[config.mk]
export PLATFORM = sky130hd
export DESIGN_NAME = acs_core
export DESIGN_NICKNAME = d
export VERILOG_FILES = /design/src/hdl/acs_pkg.sv /design/src/hdl/acs_alu.sv /design/src/hdl/acs_core.sv
export SDC_FILE = /design/constraint.sdc
export NUM_CORES = 1
export LEC_CHECK = 0
export BUFFER_PORTS_ARGS = -buffer_cell sky130_fd_sc_hd__buf_2
export CAP_MARGIN = 15
export CORE_MARGIN = 2
export CORE_UTILIZATION = 40
export CTS_BUF_LIST = sky130_fd_sc_hd__clkbuf_4 sky130_fd_sc_hd__clkbuf_8
export DETAILED_ROUTE_END_ITERATION = 10
export SKIP_LAST_GASP = 1
export SLEW_MARGIN = 25
export SYNTH_ARGS = -nofsm -noshare
export SYNTH_HDL_FRONTEND = slang
export SYNTH_SLANG_ARGS = --single-unit
[constraint.sdc]
create_clock -name clock -period 3.9 [get_ports clock]
set_input_delay 0.39 -clock clock [delete_from_list [all_inputs] [get_ports clock]]
set_output_delay 0.39 -clock clock [all_outputs]
set_load 0.01 [all_outputs]
[src/hdl/acs_pkg.sv]
// Shared types, constants and opcodes for the accumulator machine step block.
`default_nettype none

package acs_pkg;

   localparam int ADDR_BITS = 12;
   localparam int WORD_BITS = 16;
   localparam int OP_BITS   = 4;
   localparam int SEL_BITS  = 2;
   localparam int MEM_DEPTH = 1 << ADDR_BITS;

   typedef logic [ADDR_BITS-1:0] addr_type;
   typedef logic [WORD_BITS-1:0] word_type;

   // Request kinds
   localparam logic REQ_LOAD = 1'b0;
   localparam logic REQ_EXEC = 1'b1;

   typedef enum logic [OP_BITS-1:0] {
      OP_JNS    = 4'h0,
      OP_LOAD   = 4'h1,
      OP_STORE  = 4'h2,
      OP_ADD    = 4'h3,
      OP_SUBT   = 4'h4,
      OP_INPUT  = 4'h5,
      OP_OUTPUT = 4'h6,
      OP_HALT   = 4'h7,
      OP_SKIP   = 4'h8,
      OP_JUMP   = 4'h9,
      OP_CLEAR  = 4'hA,
      OP_ADDI   = 4'hB,
      OP_JUMPI  = 4'hC,
      OP_LOADI  = 4'hD,
      OP_STOREI = 4'hE,
      OP_NOP    = 4'hF
   } opcode_type;

   // SKIPCOND selectors (the top two bits of the address field)
   localparam logic [SEL_BITS-1:0] SKIP_NEG  = 2'b00;
   localparam logic [SEL_BITS-1:0] SKIP_ZERO = 2'b01;
   localparam logic [SEL_BITS-1:0] SKIP_POS  = 2'b10;

   typedef enum logic [2:0] {
      S_CLEAR,
      S_IDLE,
      S_LOAD,
      S_FETCH,
      S_DECODE,
      S_EXEC,
      S_INDIR,
      S_DONE
   } state_type;

   typedef struct packed {
      logic     req_type;
      addr_type load_addr;
      word_type load_word;
      word_type input_value;
   } req_item_type;

   typedef struct packed {
      logic     out_valid;
      word_type out_value;
      logic     input_taken;
      logic     halted_flag;
      addr_type pc_now;
      word_type acc_now;
   } rsp_item_type;

   typedef struct packed {
      logic     we;
      addr_type addr;
      word_type wdata;
   } mem_req_type;

   typedef struct packed {
      word_type a;
      word_type b;
      logic     sub;
   } alu_op_type;

   typedef struct packed {
      logic ready;
      logic done;
   } core_stat_type;

endpackage

`default_nettype wire

[src/hdl/acs_alu.sv]
// Shared adder/subtractor used for PC, address and accumulator arithmetic.
`default_nettype none

module acs_alu import acs_pkg::*; (
   input  alu_op_type alu_op,
   output word_type   alu_sum
);

   always_comb begin
      if (alu_op.sub) begin
         alu_sum = alu_op.a - alu_op.b;
      end else begin
         alu_sum = alu_op.a + alu_op.b;
      end
   end

endmodule

`default_nettype wire

[src/hdl/acs_core.sv]
// Sequencer and registers: memory clear, program load and instruction execution.
`default_nettype none

module acs_core import acs_pkg::*; (
   input  logic          clock,
   input  logic          reset,
   input  logic          req_fire,
   input  req_item_type  req_item,
   input  logic          rsp_free,
   input  word_type      mem_rdata,
   output mem_req_type   mem_req,
   output core_stat_type core_stat,
   output rsp_item_type  rsp_item
);

   state_type    state_ff, state_in;
   addr_type     clr_ff, clr_in;
   addr_type     pc_ff, pc_in;
   word_type     acc_ff, acc_in;
   word_type     ir_ff, ir_in;
   logic         halt_ff, halt_in;
   logic         outv_ff, outv_in;
   logic         intk_ff, intk_in;
   req_item_type req_ff, req_in;

   alu_op_type   alu_op;
   word_type     alu_sum;
   opcode_type   op;
   addr_type     x_addr;
   addr_type     ind_addr;
   logic [SEL_BITS-1:0] sel;
   logic         skip;

   acs_alu u_alu (
      .alu_op  (alu_op),
      .alu_sum (alu_sum)
   );

   assign op       = opcode_type'(ir_ff[WORD_BITS-1 -: OP_BITS]);
   assign x_addr   = ir_ff[ADDR_BITS-1:0];
   assign ind_addr = mem_rdata[ADDR_BITS-1:0];
   assign sel      = ir_ff[ADDR_BITS-1 -: SEL_BITS];

   always_comb begin
      case (sel)
         SKIP_NEG:  skip = acc_ff[WORD_BITS-1];
         SKIP_ZERO: skip = (acc_ff == '0);
         SKIP_POS:  skip = (acc_ff != '0) && !acc_ff[WORD_BITS-1];
         default:   skip = 1'b0;
      endcase
   end

   // next state
   always_comb begin
      state_in = state_ff;
      case (state_ff)
         S_CLEAR: begin
            if (&clr_ff) state_in = S_IDLE;
         end
         S_IDLE: begin
            if (req_fire) begin
               if (req_item.req_type == REQ_LOAD) begin
                  state_in = S_LOAD;
               end else if (halt_ff) begin
                  state_in = S_DONE;
               end else begin
                  state_in = S_FETCH;
               end
            end
         end
         S_LOAD:   state_in = S_DONE;
         S_FETCH:  state_in = S_DECODE;
         S_DECODE: state_in = S_EXEC;
         S_EXEC: begin
            if (op == OP_ADDI || op == OP_LOADI) begin
               state_in = S_INDIR;
            end else begin
               state_in = S_DONE;
            end
         end
         S_INDIR: state_in = S_DONE;
         S_DONE: begin
            if (rsp_free) state_in = S_IDLE;
         end
         default: state_in = S_CLEAR;
      endcase
   end

   // datapath control
   always_comb begin
      mem_req.we    = 1'b0;
      mem_req.addr  = pc_ff;
      mem_req.wdata = '0;
      alu_op.a      = WORD_BITS'(pc_ff);
      alu_op.b      = WORD_BITS'(1);
      alu_op.sub    = 1'b0;
      clr_in        = clr_ff;
      pc_in         = pc_ff;
      acc_in        = acc_ff;
      ir_in         = ir_ff;
      halt_in       = halt_ff;
      outv_in       = outv_ff;
      intk_in       = intk_ff;
      req_in        = req_ff;
      case (state_ff)
         S_CLEAR: begin
            mem_req.we   = 1'b1;
            mem_req.addr = clr_ff;
            clr_in       = ADDR_BITS'(clr_ff + 1'b1);
         end
         S_IDLE: begin
            if (req_fire) begin
               req_in  = req_item;
               outv_in = 1'b0;
               intk_in = 1'b0;
            end
         end
         S_LOAD: begin
            mem_req.we    = 1'b1;
            mem_req.addr  = req_ff.load_addr;
            mem_req.wdata = req_ff.load_word;
         end
         S_FETCH: begin
            mem_req.addr = pc_ff;
         end
         S_DECODE: begin
            ir_in        = mem_rdata;
            pc_in        = alu_sum[ADDR_BITS-1:0];
            mem_req.addr = ind_addr;
         end
         S_EXEC: begin
            case (op)
               OP_JNS: begin
                  mem_req.we    = 1'b1;
                  mem_req.addr  = x_addr;
                  mem_req.wdata = WORD_BITS'(pc_ff);
                  alu_op.a      = WORD_BITS'(x_addr);
                  pc_in         = alu_sum[ADDR_BITS-1:0];
               end
               OP_LOAD: acc_in = mem_rdata;
               OP_STORE: begin
                  mem_req.we    = 1'b1;
                  mem_req.addr  = x_addr;
                  mem_req.wdata = acc_ff;
               end
               OP_ADD, OP_SUBT: begin
                  alu_op.a   = acc_ff;
                  alu_op.b   = mem_rdata;
                  alu_op.sub = (op == OP_SUBT);
                  acc_in     = alu_sum;
               end
               OP_INPUT: begin
                  acc_in  = req_ff.input_value;
                  intk_in = 1'b1;
               end
               OP_OUTPUT: outv_in = 1'b1;
               OP_HALT:   halt_in = 1'b1;
               OP_SKIP: begin
                  if (skip) pc_in = alu_sum[ADDR_BITS-1:0];
               end
               OP_JUMP:  pc_in = x_addr;
               OP_CLEAR: acc_in = '0;
               OP_ADDI, OP_LOADI: begin
                  mem_req.addr = ind_addr;
               end
               OP_JUMPI: pc_in = ind_addr;
               OP_STOREI: begin
                  mem_req.we    = 1'b1;
                  mem_req.addr  = ind_addr;
                  mem_req.wdata = acc_ff;
               end
               default: begin
               end
            endcase
         end
         S_INDIR: begin
            if (op == OP_ADDI) begin
               alu_op.a = acc_ff;
               alu_op.b = mem_rdata;
               acc_in   = alu_sum;
            end else begin
               acc_in = mem_rdata;
            end
         end
         default: begin
         end
      endcase
   end

   always_ff @(posedge clock) begin
      if (reset) begin
         state_ff <= S_CLEAR;
         clr_ff   <= '0;
         pc_ff    <= '0;
         acc_ff   <= '0;
         halt_ff  <= 1'b0;
         outv_ff  <= 1'b0;
         intk_ff  <= 1'b0;
      end else begin
         state_ff <= state_in;
         clr_ff   <= clr_in;
         pc_ff    <= pc_in;
         acc_ff   <= acc_in;
         halt_ff  <= halt_in;
         outv_ff  <= outv_in;
         intk_ff  <= intk_in;
      end
   end

   always_ff @(posedge clock) begin
      ir_ff  <= ir_in;
      req_ff <= req_in;
   end

   assign core_stat.ready = (state_ff == S_IDLE);
   assign core_stat.done  = (state_ff == S_DONE);

   assign rsp_item.out_valid   = outv_ff;
   assign rsp_item.out_value   = outv_ff ? acc_ff : '0;
   assign rsp_item.input_taken = intk_ff;
   assign rsp_item.halted_flag = halt_ff;
   assign rsp_item.pc_now      = pc_ff;
   assign rsp_item.acc_now     = acc_ff;

   a_fetch_no_write: assert property (@(posedge clock) disable iff (reset)
      state_ff == S_FETCH |-> !mem_req.we)
      else $error("memory write during instruction fetch");

   a_halt_sticky: assert property (@(posedge clock) disable iff (reset)
      halt_ff |=> halt_ff)
      else $error("halt state cleared without reset");

   a_accept_leaves_idle: assert property (@(posedge clock) disable iff (reset)
      req_fire |=> state_ff != S_IDLE)
      else $error("transfer accepted but sequencer stayed idle");

   a_done_returns: assert property (@(posedge clock) disable iff (reset)
      (state_ff == S_DONE && rsp_free) |=> state_ff == S_IDLE)
      else $error("result handed off but sequencer did not return to idle");

   a_idle_holds: assert property (@(posedge clock) disable iff (reset)
      (state_ff == S_IDLE && !req_fire) |=> ($stable(pc_ff) && $stable(acc_ff)))
      else $error("machine registers changed while idle");

endmodule

`default_nettype wire

; After elaboration in Yosys (flattened, before gate mapping)
; Index checks and enable logic that the tools add are counted.
[totals]
wordCells = 103
output_inout_bits = 78
input_bits = 65
register_bits = 106
[classes]
mux = 32
n_eq_ne = 31
reduce_logical = 26
addsub = 3
[op_table]
columns = op, count
row1 = case mux 16 bit (2 select lines), 4
row2 = case mux 12 bit (4 select lines), 2
row3 = case mux 16 bit (4 select lines), 1
row4 = case mux 32 bit (2 select lines), 1
row5 = two-way mux 16 bit, 3
row6 = case mux 12 bit (2 select lines), 2
row7 = two-way mux 32 bit, 1
row8 = equality test 4 bit (second input constant), 7
row9 = case mux 3 bit (7 select lines), 1
row10 = two-way mux 17 bit, 1
row11 = adder 16 bit, 1
row12 = equality test 4 x 3 -> 1 bit (second input constant), 4
row13 = zero test 16 bit, 1
row14 = nonzero test 16 bit, 1
row15 = subtractor 16 bit, 1
row16 = two-way mux 3 bit, 5
row17 = adder 12 x 1 -> 12 bit (second input constant), 1
row18 = equality test 3 bit (second input constant), 4
row19 = two-way mux 12 bit, 1
row20 = AND reduction 12 bit, 1
row21 = AND reduction 3 bit, 4
row22 = != test 5 x 1 -> 1 bit (second input constant), 2
row23 = OR reduction 2 bit, 5
row24 = equality test 4 x 2 -> 1 bit (second input constant), 2
row25 = 20 further kinds, 36

; Depth between registers and ports, before layout
[depth]
ltp_word = 9
depth_mapped = 20
ltp_nobuf = 17

; By module
; A second synthesis with hierarchy kept.
[hier_totals]
hier_cells = 835
area_unflattened_um2 = 7563.5
[by_module_without_submodules]
columns = module, area_each_um2, cells_each, n_inst, seq_area_each_um2
row1 = acs_core, 6573.8, 699, 1, 2722.6
row2 = acs_alu, 989.7, 136, 1, 0.0

; Least setup slack after synthesis
; Ideal clock, no wire load.
[synth_path]
path_type = register to register
start = register ir_ff[15]
end = register acc_ff[11]
period_less_slack_ns = 4.040
setup_time_ns = 0.123
t_arrival_ns = 3.917
slack_ns = -0.140
n_path_buf = 2
t_required_ns = 3.777
stages_incl_launch_ff = 18
path_cell_list = edfxtp_1 -> or3b_4 -> a211oi_2 -> or2_2 -> buf_2 -> clkbuf_1 -> nand2_1 -> ha_1 -> o21ai_0 -> o211ai_1 -> ha_1 -> or3_1 -> nor2_1 -> a21oi_1 -> a31oi_1 -> xnor2_1 -> a221oi_1 -> nor2_1
[synth_between]
elab_chain_cells = 8
elab_cells_between_ends = 21
cone_classes = add/sub: 2 / eq/ne: 7 / mux: 9 / reduce/logical: 3
[synth_lines]
columns = item, line_no
row1 = from (decl), acs_core.sv:20  ; word_type ir_ff, ir_in;
row2 = from (signal assigned), acs_core.sv:211  ; ir_ff <= ir_in;
row3 = equality test 4 x 3 -> 1 bit / equality test 4 x 2 -> 1 bit (equally long branches), "acs_core.sv:132, acs_core.sv:149"
row4 = OR reduction 2 bit, acs_core.sv:132  ; case (op)
row5 = case mux 16 bit (2 select lines) / two-way mux 17 bit (equally long branches), acs_core.sv:132
row6 = case mux 32 bit (2 select lines), acs_core.sv:105  ; case (state_ff)
row7 = adder 16 bit / subtractor 16 bit (equally long branches), "acs_alu.sv:13, acs_alu.sv:11"
row8 = two-way mux 16 bit, acs_alu.sv:10  ; if (alu_op.sub) begin
row9 = case mux 16 bit (4 select lines) / two-way mux 16 bit (equally long branches), "acs_core.sv:132, acs_core.sv:177"
row10 = case mux 16 bit (2 select lines), acs_core.sv:105
row11 = to (signal assigned), acs_core.sv:203  ; acc_ff <= acc_in;
row12 = to (decl), acs_core.sv:19  ; word_type acc_ff, acc_in;
; Several ways; a longest one is shown, not always the timed one.
; A chain may end at the register's enable or synchronous reset.

; Final worst setup path
[layout_path]
start = register state_ff[0]
end = register acc_ff[6]
[layout_between]
elab_chain_cells = 6
elab_cells_between_ends = 13
cone_classes = add/sub: 2 / eq/ne: 3 / mux: 6 / reduce/logical: 2
[layout_lines]
columns = item, line_no
row1 = from (decl), acs_core.sv:16  ; state_type state_ff, state_in;
row2 = from (signal assigned), acs_core.sv:200  ; state_ff <= state_in;
row3 = equality test 3 bit, acs_core.sv:105
row4 = case mux 32 bit (2 select lines), acs_core.sv:105
row5 = adder 16 bit / subtractor 16 bit (equally long branches), "acs_alu.sv:13, acs_alu.sv:11"
row6 = two-way mux 16 bit, acs_alu.sv:10
row7 = case mux 16 bit (4 select lines) / two-way mux 16 bit (equally long branches), "acs_core.sv:132, acs_core.sv:177"
row8 = case mux 16 bit (2 select lines), acs_core.sv:105
; Several ways; a longest one is shown, not always the timed one.

==> flow_summary.ini <==
[clock_network]
numCtsBuffers = 9
cts_sinks = 106
clkLatencyLatePin_ns = 0.40
clk_path_buf_depth = 2
cts_hold_buf = 0
cts_tree = done
htree_num_levels = 3
clk_pin_slew_ns = 0.11
root_buffer = clkbuf_8

[critical_path]
cp-end-kind = flop
crit_type = reg2reg
cp.arrival_ns = 4.03
crit_fanout = 16
r2r_slack_ns = 0.16
cp.required_ns = 4.19
critPathLaunchType = flop

[timing]
period_share = 0.959
fin_crit_ns = 3.74
final_max_slew_viol_count = 0
finalSetupViolCount = 0
clock_skew_ns = 0.0103
relSlewSlack = 0.349
worst_pin_slew_ns = 0.975
fmax_ghz = 0.267
finalHoldViolCount = 0
rsz0062_at_grt = true

[placement]
gp_congestion = 0.966
io_buffers = 142
dpl_cell_area_um2 = 7880
place_hpwl_um = 18500

[yosys]
synthCells = 775
syn_nets = 858
synth-edff-count = 60
syn-cell-area_um2 = 6730
ys_ff_latch = 106
avgSynthCellArea_um2 = 8.69
ys.flop_type = edfxtp_1
yosysSeqAreaShare = 0.404
ys_types = 65
postSynth.asyncResetShare = 0
yosysWarnings = 0

[job]
max-cap-violations = 0

[die]
dieHeight_um = 134
fp.dieArea_um2 = 17900
pin_count = 143
rows = 47
core_um2 = 16500
die_x_um = 134
start_util = 0.407

[layout]
drive_gt1_frac = 0.258
fill_cells = 1596
stdcell_area_um2 = 8130
fin_nets = 1007
n_antenna_cell = 0
area_growth_pct = 20.8

[grt]
track_usage = 0.284
globalRouteOverflowTotal = 0
antenna_found_initial = 0
grt_pass1_wl_um = 38300
first_global_vias = 6316
grt_max_degree = 45

[pwr]
power.density_nw_per_um2 = 305
peakVddDrop_mv = 0.177
finalPower_mw = 2.48
power.leakage_nw = 3.37

[drt]
ant_nets = 0
vias_per_cell = 5.90
drc = 0
drt-total-wl_um = 25600
wl_per_cell_um = 22.2
drtPass1Iterations = 8
drtIter0Drc = 913
vias = 6776

[min_path]
holdCritPathClass = in2reg

[outcome]
status = complete, no violations
what timing repair did:
item                       CTS  global route
gates resized for setup      0            15
setup endpoints to repair    0            14
setup buffers                0             4
routing by layer:
metal  up-vias  track usage  share of wire
li1       3166            -              -
met5         -            0              0
met3        53       0.0605          0.081
met2       359        0.436           0.45
met4         0        0.103          0.033
met1      3198        0.395           0.44
placed cells by master (no fill, tap or decap), types with 9 or more instances in the layout:
cell type	instances
buf_2	142
nor2_1	98
nand2_1	90
edfxtp_1	60
buf_4	54
dfxtp_1	45
a21oi_1	44
a22oi_1	39
o21ai_0	32
inv_1	22
and2_1	20
mux2i_1	18
a222oi_1	16
ha_1	16
xor2_1	14
a211oi_1	14
xnor2_1	12
o221ai_1	12
nor3_1	10
nand2b_1	9
or3_1	9
nand3_1	9
a221oi_1	9
clkbuf_8	9
worst paths after layout:
kind | startpoint | endpoint | cells after the start
max | state_ff[0]$_SDFFE_PP0P_ | acc_ff[6]$_SDFFE_PP0P_ | 15
min | req_item[26] | req_ff[26]$_DFFE_PP_ | 1
max reg2reg | state_ff[0]$_SDFFE_PP0P_ | acc_ff[6]$_SDFFE_PP0P_ | 15
min reg2reg | clr_ff[7]$_SDFFE_PP0N_ | clr_ff[7]$_SDFFE_PP0N_ | 2
state kept, by name, indices dropped and copies added (netlist names):
name,cells
outv_ff,1
halt_ff,1
acc_ff,16
intk_ff,1
pc_ff,12
state_ff,3
ir_ff,16
clr_ff,12
req_ff,44
synth_stat cells (all sizes together) (3+ instances only):
| master | number | area share |
|---|---|---|
| xnor2 | 12 | 0.016 |
| inv | 23 | 0.013 |
| and2 | 20 | 0.019 |
| o211ai | 8 | 0.0089 |
| nand3 | 9 | 0.0067 |
| a221oi | 11 | 0.016 |
| dfxtp | 46 | 0.14 |
| nor2 | 100 | 0.056 |
| edfxtp | 60 | 0.27 |
| a22o | 5 | 0.0065 |
| or3 | 9 | 0.0084 |
| o31ai | 5 | 0.0056 |
| o21ai | 39 | 0.029 |
| a222oi | 16 | 0.024 |
| clkbuf | 43 | 0.024 |
| nor3 | 13 | 0.010 |
| nand2 | 90 | 0.050 |
| o21a | 3 | 0.0033 |
| o22ai | 3 | 0.0028 |
| a31oi | 7 | 0.0065 |
| nand2b | 9 | 0.0084 |
| or2 | 7 | 0.0065 |
| nor2b | 8 | 0.0074 |
| nand4 | 4 | 0.0037 |
| ha | 17 | 0.032 |
| nor4 | 6 | 0.0065 |
| a21o | 6 | 0.0067 |
| xor2 | 15 | 0.020 |
| o221ai | 12 | 0.016 |
| nand3b | 6 | 0.0067 |
| buf | 16 | 0.012 |
| a22oi | 39 | 0.043 |
| a211oi | 15 | 0.017 |
| and3 | 3 | 0.0028 |
| mux2i | 18 | 0.027 |
| a21oi | 48 | 0.037 |
worst max-delay path, cell delays in order (launching register included):
cell	delay, ns
dfxtp_1	0.38
or3b_4	0.28
a211oi_4	0.06
or2_2	0.31
buf_4	0.21
a222oi_1	0.36
ha_1	0.23
inv_1	0.06
fa_1	0.40
a21o_1	0.18
a21o_1	0.22
a21o_1	0.19
a21oi_1	0.18
xnor2_1	0.17
a221oi_1	0.33
nor2_1	0.08
metrics by stage:
stage / util / worst slack (ns) / setup TNS, ns / std cells / hold WS (ns)
after global routing: 0.492 / -0.0237 / -0.0310 / 1149 / 0.127
after CTS: 0.487 / 0.0407 / 0 / 1145 / 0.137
after global placement: 0.477 / 0.0775 / 0 / 1129 / 0.487
after detailed placement: 0.477 / 0.0969 / 0 / 1129 / 0.499
final: 0.492 / 0.159 / 0 / 1149 / 0.153
after floorplan: - / 0.00985 / 0 / 775 / 0.452
power breakdown:
part,internal [mW],switching [mW],leakage [nW],total (mW)
Sequential,1.24,0.0664,0.914,1.31
Combinational,0.195,0.312,2.36,0.506
Clock,0.243,0.420,0.0911,0.663
kinds of logic (layout without fill, tap and decap cells):
| family | Yosys count | count (layout) | share of synthesized area |
|---|---|---|---|
| buffers and inverters | 82 | 236 | 0.0491 |
| AO/OA/AOI/OAI | 230 | 230 | 0.243 |
| multiplexers | 20 | 20 | 0.0312 |
| adder cells (fa/ha/maj) | 19 | 19 | 0.0361 |
| AND/OR/NAND/NOR | 291 | 291 | 0.201 |
| XOR/XNOR | 27 | 27 | 0.0351 |
| flip-flops | 106 | 106 | 0.404 |
final cells by class:
| cell class | count | area [um^2] | area share |
|---|---|---|---|
| clock buffers | 10 | 131 | 0.0162 |
| flip-flops and latches | 106 | 2720 | 0.335 |
| inverters | 23 | 87.6 | 0.0108 |
| clock inverters | 6 | 41.3 | 0.00508 |
| well taps | 220 | 275 | 0.0338 |
| multi-input cells | 587 | 3750 | 0.461 |
| repair buffers | 197 | 1130 | 0.139 |
No activity file was read; power rests on OpenSTA's default activity.
